<file path="config.mk">
export PLATFORM = sky130hd
export DESIGN_NAME = haptic_waveform_resume_expander_unit_flat
export DESIGN_NICKNAME = d
export VERILOG_FILES = /design/src/hwre_pkg.sv /design/src/hwre_in_if.sv /design/src/hwre_out_if.sv /design/src/haptic_waveform_resume_expander_unit.sv /design/src/flat_wrapper.sv
export SDC_FILE = /design/constraint.sdc
export NUM_CORES = 2
export LEC_CHECK = 0
export BUFFER_PORTS_ARGS = -buffer_cell sky130_fd_sc_hd__buf_2
export CAP_MARGIN = 30
export CELL_PAD_IN_SITES_DETAIL_PLACEMENT = 0
export CELL_PAD_IN_SITES_GLOBAL_PLACEMENT = 1
export CORE_MARGIN = 10
export CORE_UTILIZATION = 54
export CTS_CLUSTER_DIAMETER = 120
export CTS_CLUSTER_SIZE = 30
export DETAILED_ROUTE_END_ITERATION = 8
export PLACE_DENSITY = 0.82
export SYNTH_ARGS = -nofsm -noshare
export SYNTH_HDL_FRONTEND = slang
export SYNTH_SLANG_ARGS = --single-unit
</file>
<file path="constraint.sdc">
create_clock -name i_clk -period 9.3 [get_ports i_clk]
set_clock_uncertainty 0.2 [all_clocks]
set_input_delay 1.86 -clock i_clk [delete_from_list [all_inputs] [get_ports i_clk]]
set_output_delay 1.86 -clock i_clk [all_outputs]
set_load 0.02 [all_outputs]
</file>
<file path="src/hwre_pkg.sv">
// ---------------------------------------------------------------------------
// hwre_pkg: shared types and constants
// Field widths, register indexes and error codes of the resume expander.
// ---------------------------------------------------------------------------
package hwre_pkg;

    localparam int OP_W    = 1;
    localparam int LIDX_W  = 6;
    localparam int LTIM_W  = 24;
    localparam int AMP_W   = 9;
    localparam int POS_W   = 30;
    localparam int REP_W   = 16;
    localparam int REM_W   = 32;
    localparam int ERR_W   = 3;
    localparam int RIDX_W  = 7;
    localparam int CNT_W   = 7;
    localparam int CFG_IDX_W  = 3;
    localparam int CFG_DATA_W = 30;

    localparam logic [OP_W-1:0] OP_LOAD    = 1'b0;
    localparam logic [OP_W-1:0] OP_RESOLVE = 1'b1;

    localparam logic [CFG_IDX_W-1:0] REG_SEG_COUNT    = 3'd0;
    localparam logic [CFG_IDX_W-1:0] REG_MAX_SEGMENTS = 3'd1;
    localparam logic [CFG_IDX_W-1:0] REG_LOOP_ENABLE  = 3'd2;
    localparam logic [CFG_IDX_W-1:0] REG_REP_FOREVER  = 3'd3;
    localparam logic [CFG_IDX_W-1:0] REG_REP_COUNT    = 3'd4;
    localparam logic [CFG_IDX_W-1:0] REG_REP_START    = 3'd5;
    localparam logic [CFG_IDX_W-1:0] REG_PLANNED      = 3'd6;

    localparam logic [ERR_W-1:0] ERR_NONE     = 3'd0;
    localparam logic [ERR_W-1:0] ERR_WAVEFORM = 3'd1;
    localparam logic [ERR_W-1:0] ERR_PLAN     = 3'd2;
    localparam logic [ERR_W-1:0] ERR_POSITION = 3'd3;
    localparam logic [ERR_W-1:0] ERR_DURATION = 3'd4;
    localparam logic [ERR_W-1:0] ERR_SEG_LIM  = 3'd5;

    localparam logic [AMP_W-1:0]  AMP_DEFAULT = 9'h1FF;
    localparam logic [RIDX_W-1:0] RIDX_NONE   = 7'h7F;
    localparam logic [CNT_W-1:0]  OUT_LIMIT   = 7'd64;

    typedef struct packed {
        logic [LTIM_W-1:0]       seg_timing_ms;
        logic signed [AMP_W-1:0] seg_amplitude;
        logic                    last;
        logic [ERR_W-1:0]        error_code;
        logic signed [RIDX_W-1:0] repeat_index;
        logic [REM_W-1:0]        completion_ms;
    } t_out_item;

endpackage

</file>
<file path="src/hwre_in_if.sv">
// ---------------------------------------------------------------------------
// hwre_in_if: input item channel
// Valid/ready channel carrying load and resolve items.
// ---------------------------------------------------------------------------
interface hwre_in_if;
    logic                                 valid;
    logic                                 ready;
    logic [hwre_pkg::OP_W-1:0]            op;
    logic [hwre_pkg::LIDX_W-1:0]          load_index;
    logic [hwre_pkg::LTIM_W-1:0]          load_timing_ms;
    logic signed [hwre_pkg::AMP_W-1:0]    load_amplitude;
    logic [hwre_pkg::POS_W-1:0]           position_ms;
    logic [hwre_pkg::REP_W-1:0]           completed_repeats;
    logic [hwre_pkg::REM_W-1:0]           remaining_active_ms;

    modport source (output valid, op, load_index, load_timing_ms, load_amplitude,
                    position_ms, completed_repeats, remaining_active_ms,
                    input ready);
    modport sink   (input valid, op, load_index, load_timing_ms, load_amplitude,
                    position_ms, completed_repeats, remaining_active_ms,
                    output ready);
endinterface

</file>
<file path="src/hwre_out_if.sv">
// ---------------------------------------------------------------------------
// hwre_out_if: result item channel
// Valid/ready channel carrying output segments and error results.
// ---------------------------------------------------------------------------
interface hwre_out_if;
    logic                                 valid;
    logic                                 ready;
    logic [hwre_pkg::LTIM_W-1:0]          seg_timing_ms;
    logic signed [hwre_pkg::AMP_W-1:0]    seg_amplitude;
    logic                                 last;
    logic [hwre_pkg::ERR_W-1:0]           error_code;
    logic signed [hwre_pkg::RIDX_W-1:0]   repeat_index;
    logic [hwre_pkg::REM_W-1:0]           completion_ms;

    modport source (output valid, seg_timing_ms, seg_amplitude, last, error_code,
                    repeat_index, completion_ms, input ready);
    modport sink   (input valid, seg_timing_ms, seg_amplitude, last, error_code,
                    repeat_index, completion_ms, output ready);
endinterface

</file>
<file path="src/haptic_waveform_resume_expander_unit.sv">
// ---------------------------------------------------------------------------
// haptic_waveform_resume_expander_unit: resume a stored haptic pattern
// Stores segments, validates a resume request and streams the trimmed
// remainder of the pattern plus any repeated tail segments.
// ---------------------------------------------------------------------------
//
//  Channel   Dir   Transfer carries
//  --------  ----  -----------------------------------------------------
//  i_in      in    load (slot, timing, amplitude) or resolve request
//  o_out     out   one output segment or one error result, last flagged
//  i_cfg_*   in    register write (index, data), no handshake
//
//  Resolve: the store is scanned and the request evaluated, then one result
//  per cycle while o_out is not stalled (single read port of the store
//  sets this). An error gives one result, marked last, in place of segments.
//  Reset: synchronous, clears control and config; the store is not cleared.
//  Stalls: a 2-entry output queue with read credits; o_out back-pressure
//  pauses store reads without losing data. i_in is ready only when idle.
//
module haptic_waveform_resume_expander_unit #(
    parameter int SEG_DEPTH = 64,
    parameter int TIME_BITS = 24
) (
    input  logic                                i_clk,
    input  logic                                i_rst_n,
    hwre_in_if.sink                             i_in,
    hwre_out_if.source                          o_out,
    input  logic                                i_cfg_we,
    input  logic [hwre_pkg::CFG_IDX_W-1:0]      i_cfg_idx,
    input  logic [hwre_pkg::CFG_DATA_W-1:0]     i_cfg_data
);

    localparam int AW = (SEG_DEPTH > 1) ? $clog2(SEG_DEPTH) : 1;
    localparam int IW = (AW > 7) ? AW : 7;
    // sum of up to 127 timings; at least 32 bits for time compares
    localparam int SW = (TIME_BITS + 7 > 32) ? TIME_BITS + 7 : 32;

    localparam logic [2:0] S_IDLE  = 3'd0;
    localparam logic [2:0] S_CHECK = 3'd1;
    localparam logic [2:0] S_EVAL1 = 3'd2;
    localparam logic [2:0] S_EVAL2 = 3'd3;
    localparam logic [2:0] S_EMIT  = 3'd4;
    localparam logic [2:0] S_ERR   = 3'd5;

    // ---------------- configuration registers ----------------
    logic [hwre_pkg::CNT_W-1:0] r_seg_count;
    logic [hwre_pkg::CNT_W-1:0] r_max_seg;
    logic                       r_loop_en;
    logic                       r_forever;
    logic [hwre_pkg::REP_W-1:0] r_rep_count;
    logic [hwre_pkg::POS_W-1:0] r_rep_start;
    logic [hwre_pkg::POS_W-1:0] r_planned;

    always_ff @(posedge i_clk) begin
        if (!i_rst_n) begin
            r_seg_count <= 7'd1;
            r_max_seg   <= 7'd64;
            r_loop_en   <= 1'b0;
            r_forever   <= 1'b0;
            r_rep_count <= '0;
            r_rep_start <= '0;
            r_planned   <= 30'd1;
        end else if (i_cfg_we) begin
            case (i_cfg_idx)
                hwre_pkg::REG_SEG_COUNT:    r_seg_count <= i_cfg_data[6:0];
                hwre_pkg::REG_MAX_SEGMENTS: r_max_seg   <= i_cfg_data[6:0];
                hwre_pkg::REG_LOOP_ENABLE:  r_loop_en   <= i_cfg_data[0];
                hwre_pkg::REG_REP_FOREVER:  r_forever   <= i_cfg_data[0];
                hwre_pkg::REG_REP_COUNT:    r_rep_count <= i_cfg_data[15:0];
                hwre_pkg::REG_REP_START:    r_rep_start <= i_cfg_data;
                hwre_pkg::REG_PLANNED:      r_planned   <= i_cfg_data;
                default: ;
            endcase
        end
    end

    // ---------------- segment store ----------------
    logic [TIME_BITS-1:0]         mem_t [SEG_DEPTH];
    logic [hwre_pkg::AMP_W-1:0]   mem_a [SEG_DEPTH];
    logic [AW-1:0]                rd_addr;
    logic [TIME_BITS-1:0]         r_rd_t;
    logic [hwre_pkg::AMP_W-1:0]   r_rd_a;
    logic                         in_xfer;
    logic                         mem_we;

    assign in_xfer = i_in.valid && i_in.ready;
    assign mem_we  = in_xfer && (i_in.op == hwre_pkg::OP_LOAD) &&
                     (int'(i_in.load_index) < SEG_DEPTH);

    always_ff @(posedge i_clk) begin
        if (mem_we) begin
            mem_t[AW'(i_in.load_index)] <= TIME_BITS'(i_in.load_timing_ms);
            mem_a[AW'(i_in.load_index)] <= i_in.load_amplitude;
        end
        r_rd_t <= mem_t[rd_addr];
        r_rd_a <= mem_a[rd_addr];
    end

    // ---------------- control state ----------------
    logic [2:0]                  r_state;
    logic [IW-1:0]               r_ia;        // issue index
    logic                        r_pv;        // scan data arriving
    logic [IW-1:0]               r_pi;        // index of arriving scan data
    logic [SW-1:0]               r_start;     // running start time / pattern sum
    logic                        r_wbad;
    logic                        r_seg_hit;
    logic [IW-1:0]               r_seg;
    logic [TIME_BITS-1:0]        r_d;         // trimmed first segment
    logic                        r_tail_hit;
    logic [IW-1:0]               r_tail;
    logic [hwre_pkg::POS_W-1:0]  r_pos;
    logic [hwre_pkg::REP_W-1:0]  r_done_rep;
    logic [hwre_pkg::REM_W-1:0]  r_remain;
    logic                        r_e2a, r_e3, r_e4;
    logic [hwre_pkg::CNT_W-1:0]  r_need;
    logic [hwre_pkg::CNT_W-1:0]  r_limit;
    logic [22:0]                 r_prod;      // extra copies * tail length
    logic [hwre_pkg::RIDX_W-1:0] r_rep;
    logic [hwre_pkg::REP_W-1:0]  r_copies;
    logic [hwre_pkg::ERR_W-1:0]  r_err;
    logic                        r_head;
    logic                        r_first;
    logic [SW-1:0]               r_esum;
    logic                        r_fv, r_ff, r_fl;  // emit data arriving

    // output queue
    hwre_pkg::t_out_item         r_fifo [2];
    logic                        r_wp, r_rp;
    logic [1:0]                  r_cnt;
    logic                        push, pop;
    hwre_pkg::t_out_item         push_item;

    logic [IW-1:0]               cnt_ext;
    logic                        chk_issue, emit_issue, emit_room, is_end, is_last;
    logic [SW-1:0]               scan_end;
    logic [TIME_BITS-1:0]        arr_val;
    logic [SW-1:0]               esum_n;
    logic [SW-1:0]               comp_w;
    logic                        pre_bad;
    logic [SW-1:0]               diff;
    logic                        reuse;
    logic [hwre_pkg::REP_W-1:0]  extra;
    logic [hwre_pkg::CNT_W-1:0]  tail_len;
    logic [hwre_pkg::CNT_W-1:0]  need_w;
    logic                        amp_bad;

    assign cnt_ext    = IW'(r_seg_count);
    assign i_in.ready = (r_state == S_IDLE);
    assign pop        = o_out.valid && o_out.ready;
    assign chk_issue  = (r_state == S_CHECK) && (r_ia < cnt_ext);
    // a read may start when the queue will have space on arrival
    assign emit_room  = ({1'b0, r_cnt} + {2'b0, r_fv}) < (3'd2 + {2'b0, pop});
    assign emit_issue = (r_state == S_EMIT) && emit_room;
    assign is_end     = (r_ia == cnt_ext - 1'b1);
    assign is_last    = is_end && (r_head ? (r_copies == '0) : (r_copies == 16'd1));
    assign rd_addr    = AW'(r_ia);

    assign scan_end = r_start + SW'(r_rd_t);
    assign amp_bad  = r_rd_a[8] && (r_rd_a != hwre_pkg::AMP_DEFAULT);
    assign pre_bad  = (r_seg_count == '0) || (int'(r_seg_count) > SEG_DEPTH) ||
                      (r_max_seg == '0);

    assign diff   = (r_start > SW'(r_planned)) ? r_start - SW'(r_planned)
                                               : SW'(r_planned) - r_start;
    assign reuse  = r_forever && (r_pos == '0) && (r_done_rep == '0);
    assign extra  = reuse ? '0 : (r_forever ? 16'd1 : r_rep_count - r_done_rep);
    assign tail_len = 7'(cnt_ext - r_tail);
    assign need_w   = 7'(cnt_ext - r_seg);

    assign arr_val = r_ff ? r_d : r_rd_t;
    assign esum_n  = r_esum + SW'(arr_val);
    assign comp_w  = r_forever ? SW'(r_remain)
                   : ((esum_n < SW'(r_remain)) ? esum_n : SW'(r_remain));

    always_comb begin
        push_item = '0;
        push      = 1'b0;
        if (r_state == S_ERR && r_cnt != 2'd2) begin
            push                    = 1'b1;
            push_item.last          = 1'b1;
            push_item.error_code    = r_err;
            push_item.repeat_index  = hwre_pkg::RIDX_NONE;
        end else if (r_fv) begin
            push                    = 1'b1;
            push_item.seg_timing_ms = 24'(arr_val);
            push_item.seg_amplitude = r_rd_a;
            push_item.last          = r_fl;
            push_item.error_code    = hwre_pkg::ERR_NONE;
            push_item.repeat_index  = r_rep;
            push_item.completion_ms = r_fl ? 32'(comp_w) : '0;
        end
    end

    always_ff @(posedge i_clk) begin
        if (!i_rst_n) begin
            r_state <= S_IDLE;
            r_pv    <= 1'b0;
            r_fv    <= 1'b0;
            r_cnt   <= '0;
            r_wp    <= 1'b0;
            r_rp    <= 1'b0;
        end else begin
            r_pv <= chk_issue;
            r_fv <= emit_issue;
            if (push) begin
                r_fifo[r_wp] <= push_item;
                r_wp         <= ~r_wp;
            end
            if (pop) r_rp <= ~r_rp;
            r_cnt <= r_cnt + {1'b0, push} - {1'b0, pop};
            if (r_fv) r_esum <= esum_n;

            case (r_state)
                S_IDLE: begin
                    if (in_xfer && i_in.op == hwre_pkg::OP_RESOLVE) begin
                        r_pos      <= i_in.position_ms;
                        r_done_rep <= i_in.completed_repeats;
                        r_remain   <= i_in.remaining_active_ms;
                        r_ia       <= '0;
                        r_start    <= '0;
                        r_wbad     <= 1'b0;
                        r_seg_hit  <= 1'b0;
                        r_tail_hit <= 1'b0;
                        // clamped position falls in the last segment, 1 ms left
                        r_seg      <= cnt_ext - 1'b1;
                        r_d        <= TIME_BITS'(1);
                        r_tail     <= '0;
                        if (pre_bad) begin
                            r_err   <= hwre_pkg::ERR_WAVEFORM;
                            r_state <= S_ERR;
                        end else begin
                            r_state <= S_CHECK;
                        end
                    end
                end
                S_CHECK: begin
                    if (chk_issue) r_ia <= r_ia + 1'b1;
                    r_pi <= r_ia;
                    if (r_pv) begin
                        if (r_rd_t == '0 || amp_bad) r_wbad <= 1'b1;
                        if (!r_seg_hit && SW'(r_pos) < scan_end) begin
                            r_seg_hit <= 1'b1;
                            r_seg     <= r_pi;
                            r_d       <= TIME_BITS'(scan_end - SW'(r_pos));
                        end
                        if (!r_tail_hit && r_start == SW'(r_rep_start)) begin
                            r_tail_hit <= 1'b1;
                            r_tail     <= r_pi;
                        end
                        r_start <= scan_end;
                        if (r_pi == cnt_ext - 1'b1) r_state <= S_EVAL1;
                    end
                end
                S_EVAL1: begin
                    r_e2a   <= (r_planned == '0) || (diff > SW'(1)) ||
                               (!r_forever && r_done_rep > r_rep_count);
                    r_e3    <= (r_pos >= r_planned);
                    r_e4    <= (r_remain == '0);
                    r_limit <= (r_max_seg > hwre_pkg::OUT_LIMIT) ? hwre_pkg::OUT_LIMIT
                                                                : r_max_seg;
                    r_need  <= need_w;
                    r_prod  <= 23'(extra) * 23'(tail_len);
                    r_copies <= r_loop_en ? extra : '0;
                    if (!r_loop_en)      r_rep <= hwre_pkg::RIDX_NONE;
                    else if (reuse)      r_rep <= 7'(r_tail);
                    else if (r_forever)  r_rep <= need_w;
                    else                 r_rep <= hwre_pkg::RIDX_NONE;
                    r_state <= S_EVAL2;
                end
                S_EVAL2: begin
                    r_ia    <= r_seg;
                    r_head  <= 1'b1;
                    r_first <= 1'b1;
                    r_esum  <= '0;
                    r_state <= S_ERR;
                    if (r_wbad)                        r_err <= hwre_pkg::ERR_WAVEFORM;
                    else if (r_e2a)                    r_err <= hwre_pkg::ERR_PLAN;
                    else if (r_e3)                     r_err <= hwre_pkg::ERR_POSITION;
                    else if (r_e4)                     r_err <= hwre_pkg::ERR_DURATION;
                    else if (r_need > r_limit)         r_err <= hwre_pkg::ERR_SEG_LIM;
                    else if (r_loop_en && !r_tail_hit) r_err <= hwre_pkg::ERR_PLAN;
                    else if (r_loop_en &&
                             (24'(r_need) + 24'(r_prod)) > 24'(r_limit))
                                                       r_err <= hwre_pkg::ERR_SEG_LIM;
                    else                               r_state <= S_EMIT;
                end
                S_EMIT: begin
                    if (emit_issue) begin
                        r_ff    <= r_first;
                        r_fl    <= is_last;
                        r_first <= 1'b0;
                        if (is_last) begin
                            r_state <= S_IDLE;
                        end else if (is_end) begin
                            r_ia <= r_tail;
                            if (r_head) r_head <= 1'b0;
                            else        r_copies <= r_copies - 1'b1;
                        end else begin
                            r_ia <= r_ia + 1'b1;
                        end
                    end
                end
                S_ERR: begin
                    if (push) r_state <= S_IDLE;
                end
                default: r_state <= S_IDLE;
            endcase
        end
    end

    assign o_out.valid         = (r_cnt != 2'd0);
    assign o_out.seg_timing_ms = r_fifo[r_rp].seg_timing_ms;
    assign o_out.seg_amplitude = r_fifo[r_rp].seg_amplitude;
    assign o_out.last          = r_fifo[r_rp].last;
    assign o_out.error_code    = r_fifo[r_rp].error_code;
    assign o_out.repeat_index  = r_fifo[r_rp].repeat_index;
    assign o_out.completion_ms = r_fifo[r_rp].completion_ms;

`ifndef NO_ASSERTIONS
    a_cnt_range: assert property (@(posedge i_clk) disable iff (!i_rst_n)
        r_cnt != 2'd3) else $error("output queue count out of range");
    a_no_overflow: assert property (@(posedge i_clk) disable iff (!i_rst_n)
        push |-> (r_cnt != 2'd2 || pop)) else $error("output queue overflow");
    a_err_last: assert property (@(posedge i_clk) disable iff (!i_rst_n)
        (push && push_item.error_code != hwre_pkg::ERR_NONE) |-> push_item.last)
        else $error("error result not marked last");
    a_idle_quiet: assert property (@(posedge i_clk) disable iff (!i_rst_n)
        (r_state == S_IDLE) |-> !r_pv) else $error("scan data outside scan");
`endif

endmodule
</file>
<file path="src/flat_wrapper.sv">
// flat-port wrapper written by rule: the top's interface ports become plain ports
module haptic_waveform_resume_expander_unit_flat 
#(
    parameter int SEG_DEPTH = 64,
    parameter int TIME_BITS = 24
)
  (i_clk, i_rst_n, i_cfg_we, i_cfg_idx, i_cfg_data, i_in_valid, i_in_op, i_in_load_index, i_in_load_timing_ms, i_in_load_amplitude, i_in_position_ms, i_in_completed_repeats, i_in_remaining_active_ms, i_in_ready, o_out_valid, o_out_seg_timing_ms, o_out_seg_amplitude, o_out_last, o_out_error_code, o_out_repeat_index, o_out_completion_ms, o_out_ready);
  hwre_in_if i_in_i ();
  hwre_out_if o_out_i ();
  input  logic i_clk;
  input  logic i_rst_n;
  input  logic i_cfg_we;
  input  logic [hwre_pkg::CFG_IDX_W-1:0] i_cfg_idx;
  input  logic [hwre_pkg::CFG_DATA_W-1:0] i_cfg_data;
  input wire logic [$bits(i_in_i.valid)-1:0] i_in_valid;
  input wire logic [$bits(i_in_i.op)-1:0] i_in_op;
  input wire logic [$bits(i_in_i.load_index)-1:0] i_in_load_index;
  input wire logic [$bits(i_in_i.load_timing_ms)-1:0] i_in_load_timing_ms;
  input wire logic [$bits(i_in_i.load_amplitude)-1:0] i_in_load_amplitude;
  input wire logic [$bits(i_in_i.position_ms)-1:0] i_in_position_ms;
  input wire logic [$bits(i_in_i.completed_repeats)-1:0] i_in_completed_repeats;
  input wire logic [$bits(i_in_i.remaining_active_ms)-1:0] i_in_remaining_active_ms;
  output wire logic [$bits(i_in_i.ready)-1:0] i_in_ready;
  output wire logic [$bits(o_out_i.valid)-1:0] o_out_valid;
  output wire logic [$bits(o_out_i.seg_timing_ms)-1:0] o_out_seg_timing_ms;
  output wire logic [$bits(o_out_i.seg_amplitude)-1:0] o_out_seg_amplitude;
  output wire logic [$bits(o_out_i.last)-1:0] o_out_last;
  output wire logic [$bits(o_out_i.error_code)-1:0] o_out_error_code;
  output wire logic [$bits(o_out_i.repeat_index)-1:0] o_out_repeat_index;
  output wire logic [$bits(o_out_i.completion_ms)-1:0] o_out_completion_ms;
  input wire logic [$bits(o_out_i.ready)-1:0] o_out_ready;
  assign i_in_i.valid = i_in_valid;
  assign i_in_i.op = i_in_op;
  assign i_in_i.load_index = i_in_load_index;
  assign i_in_i.load_timing_ms = i_in_load_timing_ms;
  assign i_in_i.load_amplitude = i_in_load_amplitude;
  assign i_in_i.position_ms = i_in_position_ms;
  assign i_in_i.completed_repeats = i_in_completed_repeats;
  assign i_in_i.remaining_active_ms = i_in_remaining_active_ms;
  assign i_in_ready = i_in_i.ready;
  assign o_out_valid = o_out_i.valid;
  assign o_out_seg_timing_ms = o_out_i.seg_timing_ms;
  assign o_out_seg_amplitude = o_out_i.seg_amplitude;
  assign o_out_last = o_out_i.last;
  assign o_out_error_code = o_out_i.error_code;
  assign o_out_repeat_index = o_out_i.repeat_index;
  assign o_out_completion_ms = o_out_i.completion_ms;
  assign o_out_i.ready = o_out_ready;
  haptic_waveform_resume_expander_unit #(.SEG_DEPTH(SEG_DEPTH), .TIME_BITS(TIME_BITS)) u_core (.i_clk(i_clk), .i_rst_n(i_rst_n), .i_in(i_in_i), .o_out(o_out_i), .i_cfg_we(i_cfg_we), .i_cfg_idx(i_cfg_idx), .i_cfg_data(i_cfg_data));
endmodule
</file>
---- Word-level counts from Yosys, hierarchy flattened ----
Memory sizes are Yosys's and may differ from the RTL's. A register that Yosys moved wholly into a read port is not among the register bits.
Cells that the tools add are included.
word-level totals
  register bits ........................... 368
  logic and storage cells ................. 260
  RAM bits ................................ 2,264
  input port bits ......................... 156
  memories kept ........................... 3
operators by class
  bitwise gates (word level) .............. 3
  $mul .................................... 1
  reduce and logical (&&, ||, !) cells .... 63
  add/sub/neg operators ................... 16
  magnitude comparators ................... 12
  eq/ne operators ......................... 32
  muxes and demuxes ....................... 91
memory list
  memory         depth  bits a word  rd ports  clocked after memory_dff  write ports  RTL line                                     text
  u_core.mem_t   64     24           1         1                         1            haptic_waveform_resume_expander_unit.sv:78   logic [TIME_BITS-1:0] mem_t [SEG_DEPTH];
  u_core.mem_a   64     9            1         1                         1            haptic_waveform_resume_expander_unit.sv:79   logic [hwre_pkg::AMP_W-1:0] mem_a [SEG_DEPTH];
  u_core.r_fifo  2      76           1         1                         1            haptic_waveform_resume_expander_unit.sv:127  hwre_pkg::t_out_item r_fifo [2];
operators with widths
  operator               count
  $mux W32               8
  $mux W16               7
  $mux W24               4
  $mux W7                12
  $mux W76               1
  $mux W3                22
  $add A32 B24 Y32       2
  $pmux W32 S2           1
  $logic_not A30 Y1      2
  $pmux W24 S2           1
  $mux W33               1
  $eq A32 B30 Y1         1
  $gt A32 B1 Y1 const B  1
  $gt A32 B30 Y1         1
  $logic_not A16 Y1      2
  $logic_not A32 Y1      1
  $lt A30 B32 Y1         1
  $lt A32 B32 Y1         1
  $pmux W16 S2           1
  $sub A30 B32 Y32       1
  $sub A32 B30 Y32       1
  $ge A30 B30 Y1         1
  $pmux W7 S2            2
  $pmux W7 S4            1
  other kinds (46)       142

---- Longest topological paths before layout ----
  word-level depth ........................ 11
  gate-level depth with buffers ........... 31

---- Least setup slack after synthesis ----
OpenSTA, ideal clock, no wires.
  kind .................................... input to register
  from .................................... input port i_rst_n
  to ...................................... memory u_core.r_fifo[0][0] in the netlist's numbering (enable)
  data arrival time ....................... 7.657 ns
  path buffers ............................ 1
  stages .................................. 2
  path slack .............................. 0.824 ns
  required time ........................... 8.481 ns
  cells stage by stage .................... clkbuf_1 -> nor3b_1
on the way
  longest elaborated chain between the ends .. 2
RTL lines
  item                           RTL line                                     text
  from (decl)                    flat_wrapper.sv:11                           input logic i_rst_n;
  $mux W1                        haptic_waveform_resume_expander_unit.sv:195  if (!i_rst_n) begin
  $mux W1 (implied by the code)  haptic_waveform_resume_expander_unit.sv:206  r_fifo[r_wp] <= push_item;
  to (decl)                      haptic_waveform_resume_expander_unit.sv:127
Every way passes these cells.

---- Worst setup path after layout ----
  from .................................... register u_core.r_done_rep[3] in the netlist's numbering
  to ...................................... register u_core.r_prod[22], data pin
on the way
  longest elaborated chain between the ends .. 4
RTL lines
  item                                                          RTL line                                                                                  text
  from (decl)                                                   haptic_waveform_resume_expander_unit.sv:112                                               logic [hwre_pkg::REP_W-1:0] r_done_rep;
  from (signal assigned)                                        haptic_waveform_resume_expander_unit.sv:217                                               r_done_rep <= i_in.completed_repeats;
  $sub A16 B16 Y16 / $logic_not A16 Y1 (equally long branches)  haptic_waveform_resume_expander_unit.sv:166, haptic_waveform_resume_expander_unit.sv:165
  $mux W16 / $logic_and A1 B1 Y1 (equally long branches)        haptic_waveform_resume_expander_unit.sv:166, haptic_waveform_resume_expander_unit.sv:165
  $mux W16 *                                                    haptic_waveform_resume_expander_unit.sv:166                                               assign extra = reuse ? '0 : (r_forever ? 16'd1 : r_rep_count - r_done_rep);
  $mul A16 B7 Y23 *                                             haptic_waveform_resume_expander_unit.sv:262                                               r_prod <= 23'(extra) * 23'(tail_len);
  to (signal assigned)                                          haptic_waveform_resume_expander_unit.sv:262
  to (decl)                                                     haptic_waveform_resume_expander_unit.sv:117                                               logic [22:0] r_prod;
Mark *: on every way between the ends. The rest lies on a longest branch, timed or not.
A chain may end at the register's enable or synchronous reset.

==> results by group <==
Die
  – Die X-Extent: 486 um
  – Die area: 236,000 um2
  – Core area: 215,000 um2
  – Initial Util: 54.5%
  – Die Ht: 486 um
  – Row Count: 170
  – IO Pins: 234

Clock tree
  – Hold-fix buffers, CTS: 0
  – CTS Buf Count: around 100
  – Clock slew at reported path FFs: between 100 and 150 ps
  – Clk_lat worst skew: 810 ps
  – Postcts setup bufs: 0
  – TritonCTS Sinks: 2,666
  – TritonCTS clock tree: built
  – CTS Root Cell: clkbuf_16
  – Htree depth: 3
  – # resized after CTS: 0
  – CTS Buffer Depth: 3

Global routing
  – Vias in the first global route: 65,941
  – GRT Total Usage: 25.9%
  – Initial antenna violation count: 35
  – First-pass GRT wire length: about 460,000 um
  – Gr ovfl total: 0
  – Largest net degree at the start of global routing: 116

Power and ir drop
  – Final Power: 0.0351 W
  – Worst vdd ir: 0.633 mV
  – Power per cell area: 279 nW/um2
  – LEAKAGE: 42.8 nW

Critical path
  – Critical path class: reg2reg
  – Worst-path cell with the longest stage delay: nor4_1
  – CP peak stage delay: 880 ps
  – Crit path max-delay family: adder cells
  – Worst-case reg-to-reg path depth: 25
  – CP arrival: slightly below 8000 ps
  – WP data required: 9640 ps
  – Number of cells on the critical path: 25
  – Startpoint type of the worst setup path: flip-flop
  – Crit-path max FO: 8
  – Crit end category: flip-flop
  – CP Buf/Inv Count: 5

Drt
  – Antenna-violating nets left: 0
  – DRT iter0 DRCs: slightly below 8,000
  – Via Count: 67,203
  – Initial DRT Pass Iterations: 8
  – Met2 wire length: 150,000 um
  – Wire length per cell: between 20 and 30 um
  – Routed vias/inst: between 6 and 7
  – # DRC: 0
  – Met3 WL: approximately 27,000 um
  – Routed wire length: between 300,000 and 400,000 um
  – Highest metal layer with signal wires: met5
  – Met1 wire length: ~130,000 um

Timing
  – Slew HR: about 28%
  – Max-slew violations: 0
  – Peak Freq: ~130 MHz
  – Final Hold Viols: 0
  – Final min period: 7600 ps
  – RSZ-0062 raised after global routing: false
  – Fin Setup TNS: 0 ps
  – Worst slew pin tran: 1080 ps
  – Final setup fails: 0
  – Tcrit/Tclk final: about four fifths

Yosys
  – Synth Warn #: 0
  – Syn_nets: 7,972
  – Post-synth EDFFs: 2,531
  – Netlist cell types: 92
  – Synthesized area per cell: 15.8 um2
  – Mapped Area: 117,000 um2
  – Synthesized instance count: approximately 7,400
  – Ys async rst share: 0%
  – Area contributors post-synth: edfxtp_1, mux4_2, mux2i_1
  – Sequential area share after synthesis: between 60% and 70%
  – #FFs+latches synth: 2,666
  – Top_reg_cell synth: edfxtp_1
  – Top cell type's share of synthesized area: 64.8%
  – Cell taking the most area after synthesis: edfxtp_1

Run status
  – Outcome: complete, no violations

Place
  – Buffers added on ports: 233
  – Routability Congestion: just over 0.9
  – DP Wirelength: about 200,000 um
  – Placed inst area: 123,000 um2

Layout
  – Number of fill cells in the layout: 16,214
  – Syn-to-layout area delta: 7.42%
  – Sequential Area: 78,700 um2
  – Multi-input logic area: ~36,000 um2
  – Layout cells sized above 1: 14.5%
  – Post-layout util: 58.5%
  – Final Cell Area: roughly 130,000 um2
  – Net count, final: 8,140

Min path
  – Hold WC Path Type: reg2reg
  – Hold depth: 0

Run
  – Max Cap Viol: 0
[synthesized netlist by cell type, types with 29 or more instances]
| library cell | instances |
|---|---|
| buf_1 | 82 |
| mux2i_1 | 492 |
| a21oi_1 | 300 |
| a21boi_0 | 94 |
| nand2_1 | 390 |
| nand2b_1 | 31 |
| mux2_2 | 102 |
| ha_1 | 327 |
| o21ai_0 | 125 |
| a211oi_1 | 38 |
| xor2_1 | 66 |
| a21o_1 | 101 |
| nand3_1 | 53 |
| clkbuf_1 | 226 |
| fa_1 | 78 |
| inv_1 | 347 |
| edfxtp_1 | 2531 |
| o221ai_1 | 222 |
| and3_1 | 34 |
| xnor2_1 | 140 |
| and2_1 | 86 |
| mux4_2 | 348 |
| nand4_1 | 54 |
| nor2_1 | 354 |
| or3_1 | 29 |
| o22ai_1 | 137 |
| nor2b_1 | 54 |
| nor3_1 | 67 |
| dfxtp_1 | 135 |
| nor4_1 | 52 |
| or2_2 | 29 |
[kinds of logic (layout without fill, tap and decap cells)]
kind of cell	count (synthesis)	count (layout)	synth area share, %
DFF	2666	2666	67.1
and+or+nand+nor	1276	1276	5.17
AOI/OAI and AO/OA	1225	1225	7.19
muxes	942	942	11.9
buffers and inverters	691	898	2.28
adders and majority gates	405	405	4.82
xor gates and xnor gates	206	206	1.54
other	0	12	0
[final cells by class]
cell class                 instances  share of cell area, %
sequential                      2666                   62.5
multi-input combinational       4054                   28.9
tap                             2838                   2.82
timing repair buffer             404                   2.38
clock buffer                     131                   2.13
inverter                         352                   1.05
clock inverter                    11                  0.186
antenna                           12                 0.0238
[power by group]
part / internal (W) / total [W] / switching (W)
registers: 0.0139 / 0.0144 / 0.000445
clock network: 0.00209 / 0.00563 / 0.00354
logic: 0.00612 / 0.0151 / 0.00901
[metal layers]
metal  track usage, %  vias up
li1                 -    29102
met1             36.0    34544
met2             42.2     3069
met3             4.61      474
met4             7.59       14
met5                0        -
[registers in the layout (all words and copies together) (netlist names), 9 cells and up, named ones only]
register and cells:
u_core.r_copies 16, u_core.r_remain 32, u_core.r_prod 23, u_core.r_rd_t 24, u_core.r_done_rep 16, u_core.mem_a 576, u_core.r_esum 32, u_core.r_d 24
u_core.r_start 32, u_core.mem_t 1536, u_core.r_planned 30, u_core.r_fifo 152, u_core.r_rd_a 9, u_core.r_rep_count 16, u_core.r_pos 30, u_core.r_rep_start 30
[worst reg2reg max path: stages (launching register included)]
cell	delay, ps
edfxtp_1	580
nor4_1	880
nand4_1	350
nor3_2	250
buf_4	250
a21o_1	310
or2_2	180
fa_1	420
fa_1	490
inv_1	50
fa_1	470
inv_1	50
fa_1	480
inv_1	40
ha_1	310
inv_1	50
o21bai_1	130
a21oi_1	110
o21ai_0	390
a41oi_1	230
a211oi_1	370
nand4_1	180
a31oi_1	250
a21o_1	160
a21oi_1	70
xnor2_1	120
[metrics by stage]
stage | hold slack [ps] | setup WS (ps) | cells
final | 263 | 1700 | 10468
after global routing | 268 | 1190 | 10461
after CTS | 266 | 1760 | 10434
after detailed placement | 238 | 1850 | 10292
after global placement | 239 | 1780 | 10276
after floorplan | 200 | 824 | 7411
[final timing paths]
check | startpoint | endpoint | slack (ps)
worst min register to register | u_core.r_first | u_core.r_ff | 260
worst min-delay path | u_core.r_first | u_core.r_ff | 260
worst max register to register | u_core.r_done_rep[3] | u_core.r_prod[22] | 1700
worst max-delay path | u_core.r_done_rep[3] | u_core.r_prod[22] | 1700
[layout by cell type, fill, tap and decap left out, types with 102 or more instances in the layout]
cell type,instances
buf_2,236
mux4_2,348
mux2_2,102
edfxtp_1,2531
mux2i_1,492
nand2_1,388
clkbuf_16,103
o21ai_0,125
dfxtp_1,134
o22ai_1,137
ha_1,327
xnor2_1,140
buf_4,124
nor2_1,288
inv_1,346
o221ai_1,222
a21oi_1,300
(Power assumes the default switching activity.)
